### config.mk
export PLATFORM = sky130hd
export DESIGN_NAME = tempo_line_clock_with_shuffle_unit
export DESIGN_NICKNAME = d
export VERILOG_FILES = /design/src/hdl/tlcs_pkg.sv /design/src/hdl/tlcs_cfg_regs.sv /design/src/hdl/tlcs_core.sv /design/src/hdl/tlcs_outbuf.sv /design/src/hdl/tempo_line_clock_with_shuffle_unit.sv
export VERILOG_INCLUDE_DIRS = /design/src /design/src/hdl
export SDC_FILE = /design/constraint.sdc
export NUM_CORES = 1
export LEC_CHECK = 0
export ABC_AREA = 1
export BUFFER_PORTS_ARGS = -buffer_cell sky130_fd_sc_hd__clkbuf_2
export CORE_ASPECT_RATIO = 0.5
export CORE_MARGIN = 2
export CORE_UTILIZATION = 55
export DETAILED_ROUTE_END_ITERATION = 8
export PLACE_DENSITY = 0.83
export SETUP_SLACK_MARGIN = 0.15
export SLEW_MARGIN = 20
export SYNTH_ARGS = -nofsm -noshare
export SYNTH_HDL_FRONTEND = slang
export SYNTH_SLANG_ARGS = --single-unit
### constraint.sdc
create_clock -name clk -period 13.95 [get_ports clk]
set_input_delay 2.0925 -clock clk [delete_from_list [all_inputs] [get_ports clk]]
set_output_delay 2.0925 -clock clk [all_outputs]
set_load 0.02 [all_outputs]
### src/hdl/tempo_line_clock_with_shuffle_unit_macros.svh
// Assertion macros for the line clock block.
`ifndef TEMPO_LINE_CLOCK_WITH_SHUFFLE_UNIT_MACROS_SVH
`define TEMPO_LINE_CLOCK_WITH_SHUFFLE_UNIT_MACROS_SVH

`ifndef SYNTHESIS
// Same-cycle implication.
`define TLCS_ASSERT_SAME(label, clk, rst_n, ante, cons) \
  label: assert property (@(posedge clk) disable iff (!rst_n) (ante) |-> (cons)) \
    else $error("tlcs: same-cycle check failed");
// Next-cycle implication.
`define TLCS_ASSERT_NEXT(label, clk, rst_n, ante, cons) \
  label: assert property (@(posedge clk) disable iff (!rst_n) (ante) |=> (cons)) \
    else $error("tlcs: next-cycle check failed");
`else
`define TLCS_ASSERT_SAME(label, clk, rst_n, ante, cons)
`define TLCS_ASSERT_NEXT(label, clk, rst_n, ante, cons)
`endif

`endif

### src/hdl/tlcs_pkg.sv
package tlcs_pkg;

  localparam int DEF_MAX_LINES = 256;
  localparam int DEF_FRAC_BITS = 32;

  localparam int CFG_ADDR_W = 3;
  localparam int CFG_DATA_W = 32;

  typedef enum logic [CFG_ADDR_W-1:0] {
    REG_PHASE_STEP    = 3'd0,
    REG_SHUFFLE_DELAY = 3'd1,
    REG_START_LINE    = 3'd2,
    REG_LINE_COUNT    = 3'd3,
    REG_LOOP_ENABLE   = 3'd4
  } reg_idx_t;

  localparam logic [31:0] RST_PHASE_STEP    = 32'd715828;
  localparam logic [15:0] RST_SHUFFLE_DELAY = 16'd0;
  localparam logic [7:0]  RST_START_LINE    = 8'd0;
  localparam logic [8:0]  RST_LINE_COUNT    = 9'd32;
  localparam logic        RST_LOOP_ENABLE   = 1'b1;

  typedef struct packed {
    logic [31:0] phase_step;
    logic [15:0] shuffle_delay;
    logic [7:0]  start_line;
    logic [8:0]  line_count;
    logic        loop_enable;
  } cfg_t;

  typedef struct packed {
    logic        line_trigger;
    logic        start_trigger;
    logic [7:0]  line_index;
    logic [15:0] alpha;
  } res_t;

  typedef struct packed {
    logic ready;
    logic skid_valid;
  } buf_status_t;

endpackage

### src/hdl/tlcs_cfg_regs.sv
module tlcs_cfg_regs (
  input  logic                                clk,
  input  logic                                rst_n,
  input  logic                                cfg_we,
  input  logic [tlcs_pkg::CFG_ADDR_W-1:0]     cfg_addr,
  input  logic [tlcs_pkg::CFG_DATA_W-1:0]     cfg_wdata,
  output tlcs_pkg::cfg_t                      cfg
);
  import tlcs_pkg::*;

  cfg_t cfg_r, cfg_nxt;

  always_comb begin
    cfg_nxt = cfg_r;
    if (cfg_we) begin
      unique case (reg_idx_t'(cfg_addr))
        REG_PHASE_STEP:    cfg_nxt.phase_step    = cfg_wdata[31:0];
        REG_SHUFFLE_DELAY: cfg_nxt.shuffle_delay = cfg_wdata[15:0];
        REG_START_LINE:    cfg_nxt.start_line    = cfg_wdata[7:0];
        REG_LINE_COUNT:    cfg_nxt.line_count    = cfg_wdata[8:0];
        REG_LOOP_ENABLE:   cfg_nxt.loop_enable   = cfg_wdata[0];
        default: ;
      endcase
    end
  end

  always_ff @(posedge clk) begin
    if (!rst_n) begin
      cfg_r.phase_step    <= RST_PHASE_STEP;
      cfg_r.shuffle_delay <= RST_SHUFFLE_DELAY;
      cfg_r.start_line    <= RST_START_LINE;
      cfg_r.line_count    <= RST_LINE_COUNT;
      cfg_r.loop_enable   <= RST_LOOP_ENABLE;
    end else begin
      cfg_r <= cfg_nxt;
    end
  end

  assign cfg = cfg_r;

endmodule

### src/hdl/tlcs_core.sv
module tlcs_core #(
  parameter int MAX_LINES = tlcs_pkg::DEF_MAX_LINES,
  parameter int FRAC_BITS = tlcs_pkg::DEF_FRAC_BITS
) (
  input  logic           clk,
  input  logic           rst_n,
  input  tlcs_pkg::cfg_t cfg,
  input  logic           advance,
  input  logic           start_pulse,
  input  logic           stop_pulse,
  output tlcs_pkg::res_t res
);
  import tlcs_pkg::*;

  // Integer part holds 0..MAX_LINES plus a sign bit.
  localparam int IW  = $clog2(MAX_LINES + 1) + 1;
  localparam int PW  = IW + FRAC_BITS;
  localparam int LCW = (IW > 9) ? IW : 9;
  localparam int SW  = (IW > 8) ? IW : 8;

  logic                 running_r, running_nxt;
  logic signed [PW-1:0] position_r, position_nxt;
  logic [7:0]           held_index_r, held_index_nxt;
  logic [15:0]          delay_count_r, delay_count_nxt;
  logic                 delay_pending_r, delay_pending_nxt;

  logic [LCW-1:0]       lc_ext;
  logic [IW-1:0]        n_lines;
  logic [SW-1:0]        sl_ext, last_ext, start_sel;
  logic [FRAC_BITS-1:0] step_f;
  logic signed [PW-1:0] step_ext;

  logic signed [PW-1:0] pos_a, pos_w, line_gap;
  logic                 run_a, pend_a, pend_b;
  logic [15:0]          cnt_a, cnt_b;
  logic [IW-1:0]        int_a, next_line, next_w;
  logic                 go, fire;
  logic [7:0]           idx;
  logic                 trig, strig;
  logic [15:0]          alpha;

  // Effective line count, clamped to 1..MAX_LINES.
  always_comb begin
    lc_ext = LCW'(cfg.line_count);
    if (lc_ext == '0) begin
      n_lines = IW'(1);
    end else if (lc_ext > LCW'(MAX_LINES)) begin
      n_lines = IW'(MAX_LINES);
    end else begin
      n_lines = IW'(lc_ext);
    end
    sl_ext    = SW'(cfg.start_line);
    last_ext  = SW'(n_lines - IW'(1));
    start_sel = (sl_ext > last_ext) ? last_ext : sl_ext;
  end

  generate
    if (FRAC_BITS >= 32) begin : g_step_wide
      assign step_f = FRAC_BITS'(cfg.phase_step) << (FRAC_BITS - 32);
    end else begin : g_step_narrow
      assign step_f = FRAC_BITS'(cfg.phase_step >> (32 - FRAC_BITS));
    end
  endgenerate

  assign step_ext = $signed({{IW{1'b0}}, step_f});

  always_comb begin
    pos_a  = position_r;
    run_a  = running_r;
    pend_a = delay_pending_r;
    cnt_a  = delay_count_r;
    if (start_pulse) begin
      pos_a = $signed({IW'(start_sel), {FRAC_BITS{1'b0}}});
      run_a = 1'b1;
    end
    // stop wins over start
    if (stop_pulse) begin
      pos_a  = '0;
      run_a  = 1'b0;
      pend_a = 1'b0;
      cnt_a  = '0;
    end

    trig  = 1'b0;
    strig = 1'b0;
    cnt_b = cnt_a;
    pend_b = pend_a;
    if (pend_a) begin
      cnt_b = cnt_a - 16'd1;
      if (cnt_b == '0) begin
        trig   = 1'b1;
        pend_b = 1'b0;
      end
    end

    alpha = pos_a[FRAC_BITS-1 -: 16];

    // ceil of the position; negative positions are above -1
    int_a     = pos_a[PW-1:FRAC_BITS];
    next_line = pos_a[PW-1] ? '0 : int_a + IW'(|pos_a[FRAC_BITS-1:0]);

    go     = 1'b1;
    pos_w  = pos_a;
    next_w = next_line;
    if (next_line >= n_lines) begin
      if (!cfg.loop_enable) begin
        go = 1'b0;
      end else begin
        pos_w  = $signed({int_a - next_line, pos_a[FRAC_BITS-1:0]});
        next_w = '0;
      end
    end

    line_gap = $signed({next_w, {FRAC_BITS{1'b0}}}) - pos_w;
    fire     = line_gap < step_ext;
    idx      = 8'(next_w);

    position_nxt      = pos_a;
    running_nxt       = run_a;
    held_index_nxt    = held_index_r;
    delay_pending_nxt = pend_b;
    delay_count_nxt   = cnt_b;
    if (run_a && (cfg.phase_step != '0) && go) begin
      if (fire) begin
        held_index_nxt = idx;
        if (idx == 8'd0) strig = 1'b1;
        if (!idx[0] || (cfg.shuffle_delay == '0)) begin
          trig = 1'b1;
        end else begin
          // a newer odd line replaces any pending delayed trigger
          delay_pending_nxt = 1'b1;
          delay_count_nxt   = cfg.shuffle_delay;
        end
      end
      position_nxt = pos_w + step_ext;
    end
  end

  always_ff @(posedge clk) begin
    if (!rst_n) begin
      running_r       <= 1'b0;
      position_r      <= '0;
      held_index_r    <= '0;
      delay_count_r   <= '0;
      delay_pending_r <= 1'b0;
    end else if (advance) begin
      running_r       <= running_nxt;
      position_r      <= position_nxt;
      held_index_r    <= held_index_nxt;
      delay_count_r   <= delay_count_nxt;
      delay_pending_r <= delay_pending_nxt;
    end
  end

  always_comb begin
    res.line_trigger  = trig;
    res.start_trigger = strig;
    res.line_index    = held_index_nxt;
    res.alpha         = alpha;
  end

endmodule

### src/hdl/tlcs_outbuf.sv
module tlcs_outbuf (
  input  logic                  clk,
  input  logic                  rst_n,
  input  logic                  push,
  input  tlcs_pkg::res_t        push_data,
  output tlcs_pkg::buf_status_t status,
  output logic                  out_valid,
  input  logic                  out_ready,
  output tlcs_pkg::res_t        out_data
);
  import tlcs_pkg::*;

  logic main_valid_r, main_valid_nxt;
  logic skid_valid_r, skid_valid_nxt;
  res_t main_data_r, main_data_nxt;
  res_t skid_data_r, skid_data_nxt;
  logic pop, push_ok;

  assign pop     = main_valid_r && out_ready;
  assign push_ok = push && !skid_valid_r;

  always_comb begin
    main_valid_nxt = main_valid_r;
    skid_valid_nxt = skid_valid_r;
    main_data_nxt  = main_data_r;
    skid_data_nxt  = skid_data_r;
    if (pop) begin
      if (skid_valid_r) begin
        main_data_nxt  = skid_data_r;
        skid_valid_nxt = 1'b0;
      end else if (push_ok) begin
        main_data_nxt = push_data;
      end else begin
        main_valid_nxt = 1'b0;
      end
    end else if (push_ok) begin
      if (!main_valid_r) begin
        main_data_nxt  = push_data;
        main_valid_nxt = 1'b1;
      end else begin
        skid_data_nxt  = push_data;
        skid_valid_nxt = 1'b1;
      end
    end
  end

  always_ff @(posedge clk) begin
    if (!rst_n) begin
      main_valid_r <= 1'b0;
      skid_valid_r <= 1'b0;
    end else begin
      main_valid_r <= main_valid_nxt;
      skid_valid_r <= skid_valid_nxt;
    end
  end

  always_ff @(posedge clk) begin
    main_data_r <= main_data_nxt;
    skid_data_r <= skid_data_nxt;
  end

  assign status.ready      = !skid_valid_r;
  assign status.skid_valid = skid_valid_r;
  assign out_valid         = main_valid_r;
  assign out_data          = main_data_r;

endmodule

### src/hdl/tempo_line_clock_with_shuffle_unit.sv
// Sequencer line clock with shuffle. Each transfer on the input stream is one audio frame
// tick (start in in_tdata[0], stop in in_tuser[0]; stop wins) and yields exactly one result
// transfer carrying the line trigger, start trigger, held line index and the UQ0.16 fraction
// of the position taken before the tick's advance. Throughput is one tick per clock while
// the output buffer has room; a tick passes the input register, then the position update
// and result register. A two-entry output buffer keeps the input moving in an output stall
// until skid fills. Program the registers through cfg_* only while no tick is in flight.
`include "tempo_line_clock_with_shuffle_unit_macros.svh"

module tempo_line_clock_with_shuffle_unit #(
  parameter int MAX_LINES = tlcs_pkg::DEF_MAX_LINES,
  parameter int FRAC_BITS = tlcs_pkg::DEF_FRAC_BITS
) (
  input  logic                            clk,
  input  logic                            rst_n,
  input  logic                            in_tvalid,
  output logic                            in_tready,
  input  logic [7:0]                      in_tdata,   // [0] start_pulse, rest zero
  input  logic [0:0]                      in_tuser,   // [0] stop_pulse
  output logic                            out_tvalid,
  input  logic                            out_tready,
  output logic [23:0]                     out_tdata,  // [7:0] line_index, [23:8] alpha
  output logic [1:0]                      out_tuser,  // [0] line_trigger, [1] start_trigger
  input  logic                            cfg_we,
  input  logic [tlcs_pkg::CFG_ADDR_W-1:0] cfg_addr,
  input  logic [tlcs_pkg::CFG_DATA_W-1:0] cfg_wdata
);
  import tlcs_pkg::*;

  cfg_t        cfg;
  res_t        res, out_res;
  buf_status_t buf_st;

  logic s1_valid_r, s1_start_r, s1_stop_r;
  logic advance;

  tlcs_cfg_regs u_cfg (
    .clk       (clk),
    .rst_n     (rst_n),
    .cfg_we    (cfg_we),
    .cfg_addr  (cfg_addr),
    .cfg_wdata (cfg_wdata),
    .cfg       (cfg)
  );

  assign advance   = s1_valid_r && buf_st.ready;
  assign in_tready = !s1_valid_r || advance;

  always_ff @(posedge clk) begin
    if (!rst_n) begin
      s1_valid_r <= 1'b0;
    end else if (in_tready) begin
      s1_valid_r <= in_tvalid;
    end
  end

  always_ff @(posedge clk) begin
    if (in_tvalid && in_tready) begin
      s1_start_r <= in_tdata[0];
      s1_stop_r  <= in_tuser[0];
    end
  end

  tlcs_core #(
    .MAX_LINES (MAX_LINES),
    .FRAC_BITS (FRAC_BITS)
  ) u_core (
    .clk         (clk),
    .rst_n       (rst_n),
    .cfg         (cfg),
    .advance     (advance),
    .start_pulse (s1_start_r),
    .stop_pulse  (s1_stop_r),
    .res         (res)
  );

  tlcs_outbuf u_outbuf (
    .clk       (clk),
    .rst_n     (rst_n),
    .push      (advance),
    .push_data (res),
    .status    (buf_st),
    .out_valid (out_tvalid),
    .out_ready (out_tready),
    .out_data  (out_res)
  );

  assign out_tdata = {out_res.alpha, out_res.line_index};
  assign out_tuser = {out_res.start_trigger, out_res.line_trigger};

  // skid entry only fills behind a held main entry
  `TLCS_ASSERT_SAME(a_skid_behind_main, clk, rst_n, buf_st.skid_valid, out_tvalid)
  // input stalls only when both the stage and the buffer are full
  `TLCS_ASSERT_SAME(a_stall_cause, clk, rst_n, !in_tready, s1_valid_r && buf_st.skid_valid)
  // start trigger always reports line 0
  `TLCS_ASSERT_SAME(a_start_is_line0, clk, rst_n, out_tvalid && out_tuser[1],
                    out_tdata[7:0] == 8'd0)

endmodule
After elaboration in Yosys (flattened, before gate mapping). Index checks and enable logic that the tools add are counted.

Add/subtract/negate cells: 6. Eq/ne operators: 7. Multiplexer cells: 45. Reduce and logical (&&, ||, !) cells: 30. Bitwise logic cells: 2. Magnitude comparators: 4.

Operators with widths (number): two-way mux 42 bit (5); two-way mux 26 bit (5); two-way mux 16 bit (5); adder 42 x 33 -> 42 bit (1); less-than comparator 42 x 33 -> 1 bit (1); subtractor 42 bit (1); two-way mux 10 bit (4); zero test 16 bit (2); nonzero test 32 bit (1); OR reduction 32 bit (1); two-way mux 1 bit (22); two-way mux 9 bit (2); two-way mux 8 bit (2); subtractor 16 x 1 -> 16 bit (second input constant) (1); AND reduction 2 bit (6); adder 10 x 1 -> 10 bit (1); >= comparator 10 bit (1); greater-than comparator 8 x 10 -> 1 bit (1); subtractor 10 bit (1); subtractor 9 x 1 -> 10 bit (second input constant) (1); greater-than comparator 9 bit (second input constant) (1); zero test 9 bit (1); AND reduction 3 bit (3); zero test 8 bit (1); other kinds (11) (24).

Flip-flop bits (word level): 191. Input port bits: 49. Output and inout bits: 28.

Logic depth before layout (Yosys ltp). Gate-level depths: netlist of the first run.

Word-level depth: 21. Depth in mapped cells: 58.

Hierarchy. A second synthesis of the first run with hierarchy kept.

Cell total of the unflattened synthesis: 2074. Area, all modules: 14266.2 sq um.

By module, submodules not included: tlcs_core (times used 1, area an instance 9300.2 sq um, seq. area each 1361.3 sq um, cells an instance 1515); tlcs_cfg_regs (times used 1, area an instance 2710.1 sq um, seq. area each 1321.3 sq um, cells an instance 387); tlcs_outbuf (times used 1, area an instance 2137.0 sq um, seq. area each 1601.5 sq um, cells an instance 161); tempo_line_clock_with_shuffle_unit (times used 1, area an instance 118.9 sq um, seq. area each 80.1 sq um, cells an instance 11).

Worst setup path before layout of the first run. Ideal clock, no wire load.

Kind: reg-to-reg. Start: register u_cfg.cfg_r, in the netlist u_cfg.cfg[1]. End: register u_outbuf.main_data_r, in the netlist u_outbuf.out_data[25], data pin. Arrival: 6.582 ns. Cell stages (with the launch flop): 46. Setup slack: 7.115 ns. Path buffers: 1. Cells stage by stage: dfxtp_1 -> nor2_1 -> nand2_1 -> nor2_1 -> nand2_1 -> nand2_1 -> nor2_2 -> nand3_1 -> xnor2_1 -> ha_1 -> nand2_1 -> nor3_1 -> nand4_4 -> nand2_2 -> nand2_1 -> nand3_1 -> nand2_1 -> inv_1 -> [... 10 more ...] -> a21oi_1 -> nand2_2 -> o21ai_0 -> nand2_1 -> ha_1 -> nand2_1 -> or4_1 -> nor4_1 -> nand2_1 -> o211ai_1 -> xnor2_1 -> nand4_1 -> nand2_1 -> nand2_4 -> buf_2 -> a31o_2 -> nand2_1 -> nand2_1.

RTL lines: start, declared (line tlcs_cfg_regs.sv:11) `cfg_t cfg_r, cfg_nxt;`; start signal, assigned (line tlcs_cfg_regs.sv:35) `cfg_r <= cfg_nxt;`; end signal, assigned (line tlcs_outbuf.sv:58) `main_data_r <= main_data_nxt;`; end, declared (line tlcs_outbuf.sv:15) `res_t main_data_r, main_data_nxt;`.

==> impl_results.html, run 1 <==
<table>
<tr><th>Metric</th><th>Value</th></tr>
<tr><th colspan="2">Drt</th></tr>
<tr><td>DRT antenna net count</td><td>0</td></tr>
<tr><td>Number of DRC markers in iteration 0</td><td>1,501</td></tr>
<tr><td>Routed WL per cell</td><td>16.0 µm</td></tr>
<tr><td>Vias per cell</td><td>5.68</td></tr>
<tr><td>Detailed-route via count</td><td>13,305</td></tr>
<tr><td>Routed wire length</td><td>37,600 µm</td></tr>
<tr><td>DRC violations left</td><td>0</td></tr>
<tr><td>First-pass detailed-route iteration total</td><td>6</td></tr>
<tr><th colspan="2">Yosys</th></tr>
<tr><td>Synthesized area divided by synthesized cell count</td><td>6.98 µm²</td></tr>
<tr><td>Number of register bits inferred by synthesis</td><td>191</td></tr>
<tr><td>Synthesized netlist cell count</td><td>1,972</td></tr>
<tr><td>Main synth FF type</td><td>dfxtp_1</td></tr>
<tr><td>Net count of the mapped netlist</td><td>2,119</td></tr>
<tr><td>Share of flip-flops with an asynchronous set or reset after synthesis</td><td>0%</td></tr>
<tr><td>Count of synthesis-stage warnings from yosys</td><td>0</td></tr>
<tr><td>Count of unique library cells instantiated by Yosys</td><td>54</td></tr>
<tr><td>Post-Syn Area</td><td>0.0138 mm²</td></tr>
<tr><td>Sequential fraction of the synthesis area</td><td>31.7%</td></tr>
<tr><td>Post-synth EDFFs</td><td>54</td></tr>
<tr><th colspan="2">STA</th></tr>
<tr><td>Tmin final</td><td>9.45 ns</td></tr>
<tr><td>Final Setup Violations</td><td>0</td></tr>
<tr><td>Aggregate negative setup slack</td><td>0 ns</td></tr>
<tr><td>Setup repair after global routing missed its margin</td><td>false</td></tr>
<tr><td>Post-Route Skew</td><td>0.0116 ns</td></tr>
<tr><td>Count of final max-slew check failures</td><td>0</td></tr>
<tr><td>Hold violation total from the final report</td><td>0</td></tr>
<tr><td>Portion of the clock cycle consumed by the worst path in the final layout</td><td>67.7%</td></tr>
<tr><td>Top achievable clock speed</td><td>0.106 GHz</td></tr>
<tr><td>Transition time at the pin with the least slew margin</td><td>0.989 ns</td></tr>
<tr><td>Max transition margin</td><td>34.1%</td></tr>
<tr><td>Hold_ws</td><td>0.464 ns</td></tr>
<tr><th colspan="2">Clock network</th></tr>
<tr><td>Number of CTS-inserted buffers</td><td>17</td></tr>
<tr><td>H-tree depth</td><td>4</td></tr>
<tr><td>Clk_lat worst skew</td><td>0.46 ns</td></tr>
<tr><td>Root buffer cell</td><td>clkbuf_16</td></tr>
<tr><td>Hold buffer count at CTS</td><td>0</td></tr>
<tr><td>CTS clock-pin slew for the worst setup and hold paths</td><td>0.07 ns</td></tr>
<tr><td>Number of buffers inserted to repair setup after CTS</td><td>0</td></tr>
<tr><td>TritonCTS clock tree</td><td>yes</td></tr>
<tr><td>Longest Clk Path Bufs</td><td>2</td></tr>
<tr><td>TritonCTS Sinks</td><td>191</td></tr>
<tr><td>Count of instances resized after the clock tree is built</td><td>0</td></tr>
<tr><th colspan="2">Die</th></tr>
<tr><td>Row count</td><td>40</td></tr>
<tr><td>Die extent in x</td><td>228 µm</td></tr>
<tr><td>Initial standard-cell utilization of the core</td><td>56.7%</td></tr>
<tr><td>Core ar.</td><td>0.0243 mm²</td></tr>
<tr><td>Boundary pin count</td><td>77</td></tr>
<tr><td>Die Span Y</td><td>116 µm</td></tr>
<tr><td>Total Die Area</td><td>0.0264 mm²</td></tr>
<tr><th colspan="2">Worst setup path</th></tr>
<tr><td>CP Capture Type</td><td>flop</td></tr>
<tr><td>CP Data Arrival Time</td><td>9.64 ns</td></tr>
<tr><td>Slowest library cell on the worst path</td><td>edfxtp_1</td></tr>
<tr><td>Max incr delay on CP</td><td>0.68 ns</td></tr>
<tr><td>Max Fanout on Critical Path</td><td>54</td></tr>
<tr><td>Startpoint kind of the worst setup timing path</td><td>flop</td></tr>
<tr><td>Worst R2R Start</td><td>s1_stop_r</td></tr>
<tr><td>Critical Path Source</td><td>s1_stop_r</td></tr>
<tr><td>Endpoint required time on the critical path</td><td>14.14 ns</td></tr>
<tr><td>Crit Path Category</td><td>reg2reg</td></tr>
<tr><th colspan="2">Power</th></tr>
<tr><td>VDD IR max</td><td>95.6 µV</td></tr>
<tr><td>Power Density</td><td>106 mW/mm²</td></tr>
<tr><td>Leakage power figure</td><td>7.22 nW</td></tr>
<tr><th colspan="2">Global route</th></tr>
<tr><td>Number of global-route vias before repair</td><td>12,019</td></tr>
<tr><td>Largest net degree at the start of global routing</td><td>89</td></tr>
<tr><td>Wire length of the first global-routing pass</td><td>60,000 µm</td></tr>
<tr><td>Antenna violations before repair</td><td>1</td></tr>
<tr><td>Overall track demand over capacity in global routing</td><td>28.3%</td></tr>
<tr><td>Overall overflow remaining after global route</td><td>0</td></tr>
<tr><th colspan="2">Cells and area</th></tr>
<tr><td>Area growth from synthesis to final layout</td><td>7.97%</td></tr>
<tr><td>Number of diodes added for antenna fixing</td><td>0</td></tr>
<tr><td>Leading cell types in the layout, fill and taps excluded</td><td>nand2_1, inv_1, a21oi_1, o21ai_0, nor2_1</td></tr>
<tr><td>Share of post-route cells with drive strength above 1</td><td>9.32%</td></tr>
<tr><td>Non-filler cells, final</td><td>2,343</td></tr>
<tr><td>FILL cells</td><td>2,213</td></tr>
<tr><td>Layout Utilization</td><td>61.3%</td></tr>
<tr><td>Cell area after layout</td><td>0.0149 mm²</td></tr>
<tr><td>Leading cell type in the layout, fill and taps excluded</td><td>nand2_1</td></tr>
<tr><td>Layout Nets</td><td>2,142</td></tr>
<tr><th colspan="2">Place</th></tr>
<tr><td>Post-place instance area</td><td>0.0143 mm²</td></tr>
<tr><td>Count of port buffers added during placement</td><td>69</td></tr>
<tr><td>Final HPWL DP</td><td>26,900 µm</td></tr>
<tr><td>Placed cell count</td><td>2,312</td></tr>
<tr><td>Final RePlAce weighted congestion</td><td>0.955</td></tr>
<tr><th colspan="2">Hold path</th></tr>
<tr><td>Hold_sp</td><td>u_core.position_r[36]</td></tr>
<tr><td>Classification of the worst-slack hold path</td><td>reg2reg</td></tr>
<tr><th colspan="2">Run</th></tr>
<tr><td>Number of maximum-capacitance constraint violations</td><td>0</td></tr>
<tr><th colspan="2">Run status</th></tr>
<tr><td>Status</td><td>completed</td></tr>
</table>
## Yosys cell counts, types with 16 or more instances
cell	number	area (µm²)
inv_1	247	927
nor4_1	17	106
o21ai_1	18	90.1
clkbuf_1	56	210
nor2_1	150	563
nand2_1	407	1530
nand3_1	111	556
edfxtp_1	54	1620
o211ai_1	22	165
dfxtp_1	137	2740
xor2_1	61	534
xnor2_1	20	175
nand3_2	16	160
nand4_1	46	288
o21ai_0	158	791
a21oi_1	234	1170
ha_1	97	1210
## report_power, final
part           leakage (nW)  switching [mW]  internal [mW]  total, mW
clock                 0.297           0.229          0.274      0.503
combinational          5.30           0.315          0.150      0.465
sequential             1.63          0.0140          0.594      0.608
total                  7.22           0.558           1.02       1.58
## flip-flops by register name (all words and copies together) (netlist names), 8 cells and up
name                  cells
u_outbuf.out_data        26
u_cfg.cfg                66
u_outbuf.skid_data_r     26
u_core.delay_count_r     16
u_core.position_r        42
u_core.held_index_r       8
## critical path: cells and delay by family (launching register included)
kind,cells,cell delay (ns)
compound gates,4,0.65
flops,1,0.68
buf+inv,6,1.10
simple gates,26,5.28
fa+ha+maj,5,1.37
## cell families (layout without fill, tap and decap cells)
group	after synthesis	after routing	synth area share [%]
AO/OA/AOI/OAI	465	465	18.1
flip-flops	191	191	31.7
XOR/XNOR	81	81	5.15
adder cells (fa/ha/maj)	98	98	8.96
AND/OR/NAND/NOR	802	802	26.4
buffers and inverters	335	370	9.71
## per-layer routing
metal / global-route usage (%) / wire length, µm / share of wire [%]
met1: 38.4 / 17200 / 46
met2: 45.4 / 16400 / 44
met3: 6.05 / 3150 / 8.4
met4: 9.30 / 713 / 1.9
met5: 0 / 11 / 0.029
## stage by stage
| step | total power, mW | worst slack (ns) |
|---|---|---|
| floorplan | 0.971 | 7.11 |
| global placement | 1.06 | 4.89 |
| detailed placement | 1.07 | 4.84 |
| CTS | 1.57 | 4.79 |
| global route | 1.65 | 3.72 |
| finish | 1.58 | 4.50 |
## worst paths after layout
path	to	slack, ns	depth (start not counted)
setup / recovery	u_outbuf.out_data[22]	4.50	41
hold / removal	u_core.position_r[36]	0.46	2
setup reg to reg	u_outbuf.out_data[22]	4.50	41
hold reg to reg	u_core.position_r[36]	0.46	2
## area by class of cell
type                            count  area [µm²]  share of cell area, %
Multi-Input combinational cell   1446        8090                   54.4
Timing Repair Buffer               79         420                   2.83
Tap cell                          336         420                   2.83
Sequential cell                   191        4360                   29.4
Inverter                          260         981                   6.60
Clock inverter                     10        98.8                  0.665
Clock buffer                       21         493                   3.32
Note: power is estimated with default switching activity, not from simulation.
==> inputs of run 2 (changes only) <==
Settings changed: PLACE_DENSITY 0.83 to 0.86.
Clock period 13.95 ns to 8.3 ns, I/O delays scaled along.
==> run 2 against run 1 <==
Effect of this change:
- count of clock-buffer cells in the layout down 1
- cell count up 1.8%
- sequential share of layout area is 0.81 points lower
==> impl_results.html, run 2 (same netlist as run 1, synthesis figures left out) <==
<table>
<tr><th>Metric</th><th>Value</th></tr>
<tr><th colspan="2">Worst setup path</th></tr>
<tr><td>Max incr delay on CP</td><td>0.56 ns</td></tr>
<tr><td>Worst R2R Start</td><td>u_cfg.cfg[1]</td></tr>
<tr><td>CP Data Arrival Time</td><td>7.80 ns</td></tr>
<tr><td>Slowest library cell on the worst path</td><td>or4_1</td></tr>
<tr><td>Worst R2R End</td><td>u_outbuf.out_data[22]</td></tr>
<tr><td>Startpoint kind of the worst setup timing path</td><td>flop</td></tr>
<tr><td>Termination of the worst setup path</td><td>u_outbuf.out_data[22]</td></tr>
<tr><td>CP Capture Type</td><td>flop</td></tr>
<tr><td>Most common cell type on the critical path</td><td>nand2_1</td></tr>
<tr><td>Max Fanout on Critical Path</td><td>13</td></tr>
<tr><td>Minimum setup slack among reg-to-reg paths</td><td>0.70 ns</td></tr>
<tr><td>Path depth of the worst reg2reg path</td><td>51</td></tr>
<tr><td>Crit Path Category</td><td>reg2reg</td></tr>
<tr><td>Path length in cells of the critical path</td><td>51</td></tr>
<tr><td>Critical Path Source</td><td>u_cfg.cfg[1]</td></tr>
<tr><td>Family with the most delay on the worst path</td><td>simple AND/OR/NAND/NOR gates</td></tr>
<tr><td>Sum of buffers and inverters on the critical path</td><td>5</td></tr>
<tr><td>Endpoint required time on the critical path</td><td>8.51 ns</td></tr>
<tr><th colspan="2">Global route</th></tr>
<tr><td>Largest net degree at the start of global routing</td><td>89</td></tr>
<tr><td>Overall overflow remaining after global route</td><td>0</td></tr>
<tr><td>Number of global-route vias before repair</td><td>12,323</td></tr>
<tr><td>Wire length of the first global-routing pass</td><td>61,800 µm</td></tr>
<tr><td>Overall track demand over capacity in global routing</td><td>29.4%</td></tr>
<tr><td>Antenna violations before repair</td><td>0</td></tr>
<tr><th colspan="2">STA</th></tr>
<tr><td>Hold violation total from the final report</td><td>0</td></tr>
<tr><td>Post-Route Skew</td><td>0.0112 ns</td></tr>
<tr><td>Final Setup Violations</td><td>0</td></tr>
<tr><td>Portion of the clock cycle consumed by the worst path in the final layout</td><td>91.5%</td></tr>
<tr><td>Max transition margin</td><td>34.2%</td></tr>
<tr><td>Aggregate negative setup slack</td><td>0 ns</td></tr>
<tr><td>Tmin final</td><td>7.60 ns</td></tr>
<tr><td>Transition time at the pin with the least slew margin</td><td>0.987 ns</td></tr>
<tr><td>Top achievable clock speed</td><td>0.132 GHz</td></tr>
<tr><td>Setup repair after global routing missed its margin</td><td>false</td></tr>
<tr><td>Count of final max-slew check failures</td><td>0</td></tr>
<tr><th colspan="2">Cells and area</th></tr>
<tr><td>Number of diodes added for antenna fixing</td><td>0</td></tr>
<tr><td>Share of post-route cells with drive strength above 1</td><td>12.1%</td></tr>
<tr><td>Leading cell type in the layout, fill and taps excluded</td><td>nand2_1</td></tr>
<tr><td>Leading cell types in the layout, fill and taps excluded</td><td>nand2_1, inv_1, a21oi_1, o21ai_0, nor2_1</td></tr>
<tr><td>Non-filler cells, final</td><td>2,386</td></tr>
<tr><td>Number of flip-flops in the largest register</td><td>66</td></tr>
<tr><td>Layout Nets</td><td>2,184</td></tr>
<tr><td>Area growth from synthesis to final layout</td><td>11.1%</td></tr>
<tr><th colspan="2">Die</th></tr>
<tr><td>Die Span Y</td><td>116 µm</td></tr>
<tr><td>Core ar.</td><td>0.0243 mm²</td></tr>
<tr><td>Row count</td><td>40</td></tr>
<tr><td>Initial standard-cell utilization of the core</td><td>56.7%</td></tr>
<tr><td>Boundary pin count</td><td>77</td></tr>
<tr><td>Total Die Area</td><td>0.0264 mm²</td></tr>
<tr><td>Die extent in x</td><td>228 µm</td></tr>
<tr><th colspan="2">Clock network</th></tr>
<tr><td>Hold buffer count at CTS</td><td>0</td></tr>
<tr><td>Root buffer cell</td><td>clkbuf_16</td></tr>
<tr><td>Clk_lat worst skew</td><td>0.47 ns</td></tr>
<tr><td>Number of CTS-inserted buffers</td><td>17</td></tr>
<tr><td>TritonCTS clock tree</td><td>yes</td></tr>
<tr><td>CTS clock-pin slew for the worst setup and hold paths</td><td>0.08 ns</td></tr>
<tr><td>Longest Clk Path Bufs</td><td>2</td></tr>
<tr><td>H-tree depth</td><td>4</td></tr>
<tr><td>TritonCTS Sinks</td><td>191</td></tr>
<tr><th colspan="2">Power</th></tr>
<tr><td>Leakage power figure</td><td>7.44 nW</td></tr>
<tr><td>VDD IR max</td><td>171 µV</td></tr>
<tr><td>Power Density</td><td>179 mW/mm²</td></tr>
<tr><th colspan="2">Drt</th></tr>
<tr><td>Detailed-route via count</td><td>13,683</td></tr>
<tr><td>Number of DRC markers in iteration 0</td><td>1,632</td></tr>
<tr><td>Routed WL per cell</td><td>16.3 µm</td></tr>
<tr><td>Vias per cell</td><td>5.73</td></tr>
<tr><td>DRT antenna net count</td><td>0</td></tr>
<tr><td>Routed wire length</td><td>38,800 µm</td></tr>
<tr><td>DRC violations left</td><td>0</td></tr>
<tr><td>First-pass detailed-route iteration total</td><td>6</td></tr>
<tr><th colspan="2">Place</th></tr>
<tr><td>Count of port buffers added during placement</td><td>69</td></tr>
<tr><td>Final RePlAce weighted congestion</td><td>1.00</td></tr>
<tr><td>Placed cell count</td><td>2,349</td></tr>
<tr><td>Final HPWL DP</td><td>27,800 µm</td></tr>
<tr><th colspan="2">Run status</th></tr>
<tr><td>Status</td><td>completed</td></tr>
<tr><th colspan="2">Run</th></tr>
<tr><td>Number of maximum-capacitance constraint violations</td><td>0</td></tr>
<tr><th colspan="2">Hold path</th></tr>
<tr><td>Classification of the worst-slack hold path</td><td>reg2reg</td></tr>
<tr><td>Hold_sp</td><td>u_core.position_r[35]</td></tr>
</table>
[run 2: routing by layer]
metal	vias to the layer above	wire length (µm)	track usage [%]
met2	591	17000	46.7
met4	0	1130	12.0
li1	6748	-	-
met5	-	0	0
met3	84	3680	6.79
met1	6260	17000	39.1
[run 2: how the worst min path moves through the flow]
stage	endpoint	cells past startpoint	slack (ns)
6_report	u_core.position_r[35]	2	0.46
3_5_place_dp	u_core.position_r[35]	2	0.46
2_1_floorplan	u_core.position_r[35]	2	0.44
4_1_cts	u_core.position_r[35]	2	0.47
5_1_grt	u_core.delay_count_r[0]	2	0.48
3_3_place_gp	u_core.position_r[35]	2	0.45
[run 2: what timing repair did]
action / CTS / global route
endpoints found under the setup margin: 0 / 45
endpoints found under the hold margin: 0 / 0
gates resized for setup: 0 / 25
buffers inserted: 0 / 3
[run 2: layout make-up]
cell class | instances | area (µm²)
fillers | 2096 | 8970
multi-input cells | 1448 | 8220
clock buffers | 20 | 469
repair buffers | 119 | 746
clock inverters | 12 | 96.3
well taps | 336 | 420
inverters | 260 | 981
flip-flops and latches | 191 | 4370
[run 2: power by group]
group / switching (mW) / internal [mW] / leakage [nW]
combinational: 0.576 / 0.318 / 5.53
clock: 0.405 / 0.418 / 0.281
sequential: 0.0238 / 0.998 / 1.63
total: 1.00 / 1.73 / 7.44
[run 2: worst register-to-register path, delay by kind of cell, from the launching register on]
family                   cells  cell delay [ns]
adder cells (fa/ha/maj)      4             1.07
flip-flops                   1             0.35
AO/OA/AOI/OAI                8             0.92
buffers and inverters        5             0.65
XOR/XNOR                     1             0.18
AND/OR/NAND/NOR             33             4.15
[run 2: through the flow]
step / cell area [µm²] / power, mW / util [%] / hold slack [ns] / setup slack [ns]
6_report: 15300 / 2.74 / 63.0 / 0.465 / 0.703
5_1_grt: 15300 / 2.88 / 63.0 / 0.483 / 0.149
4_1_cts: 15100 / 2.68 / 62.4 / 0.466 / 0.373
3_5_place_dp: 14600 / 1.87 / 60.1 / 0.455 / 0.424
3_3_place_gp: 14600 / 1.85 / 60.1 / 0.452 / 0.534
2_1_floorplan: 13800 / 1.63 / - / 0.442 / 1.46
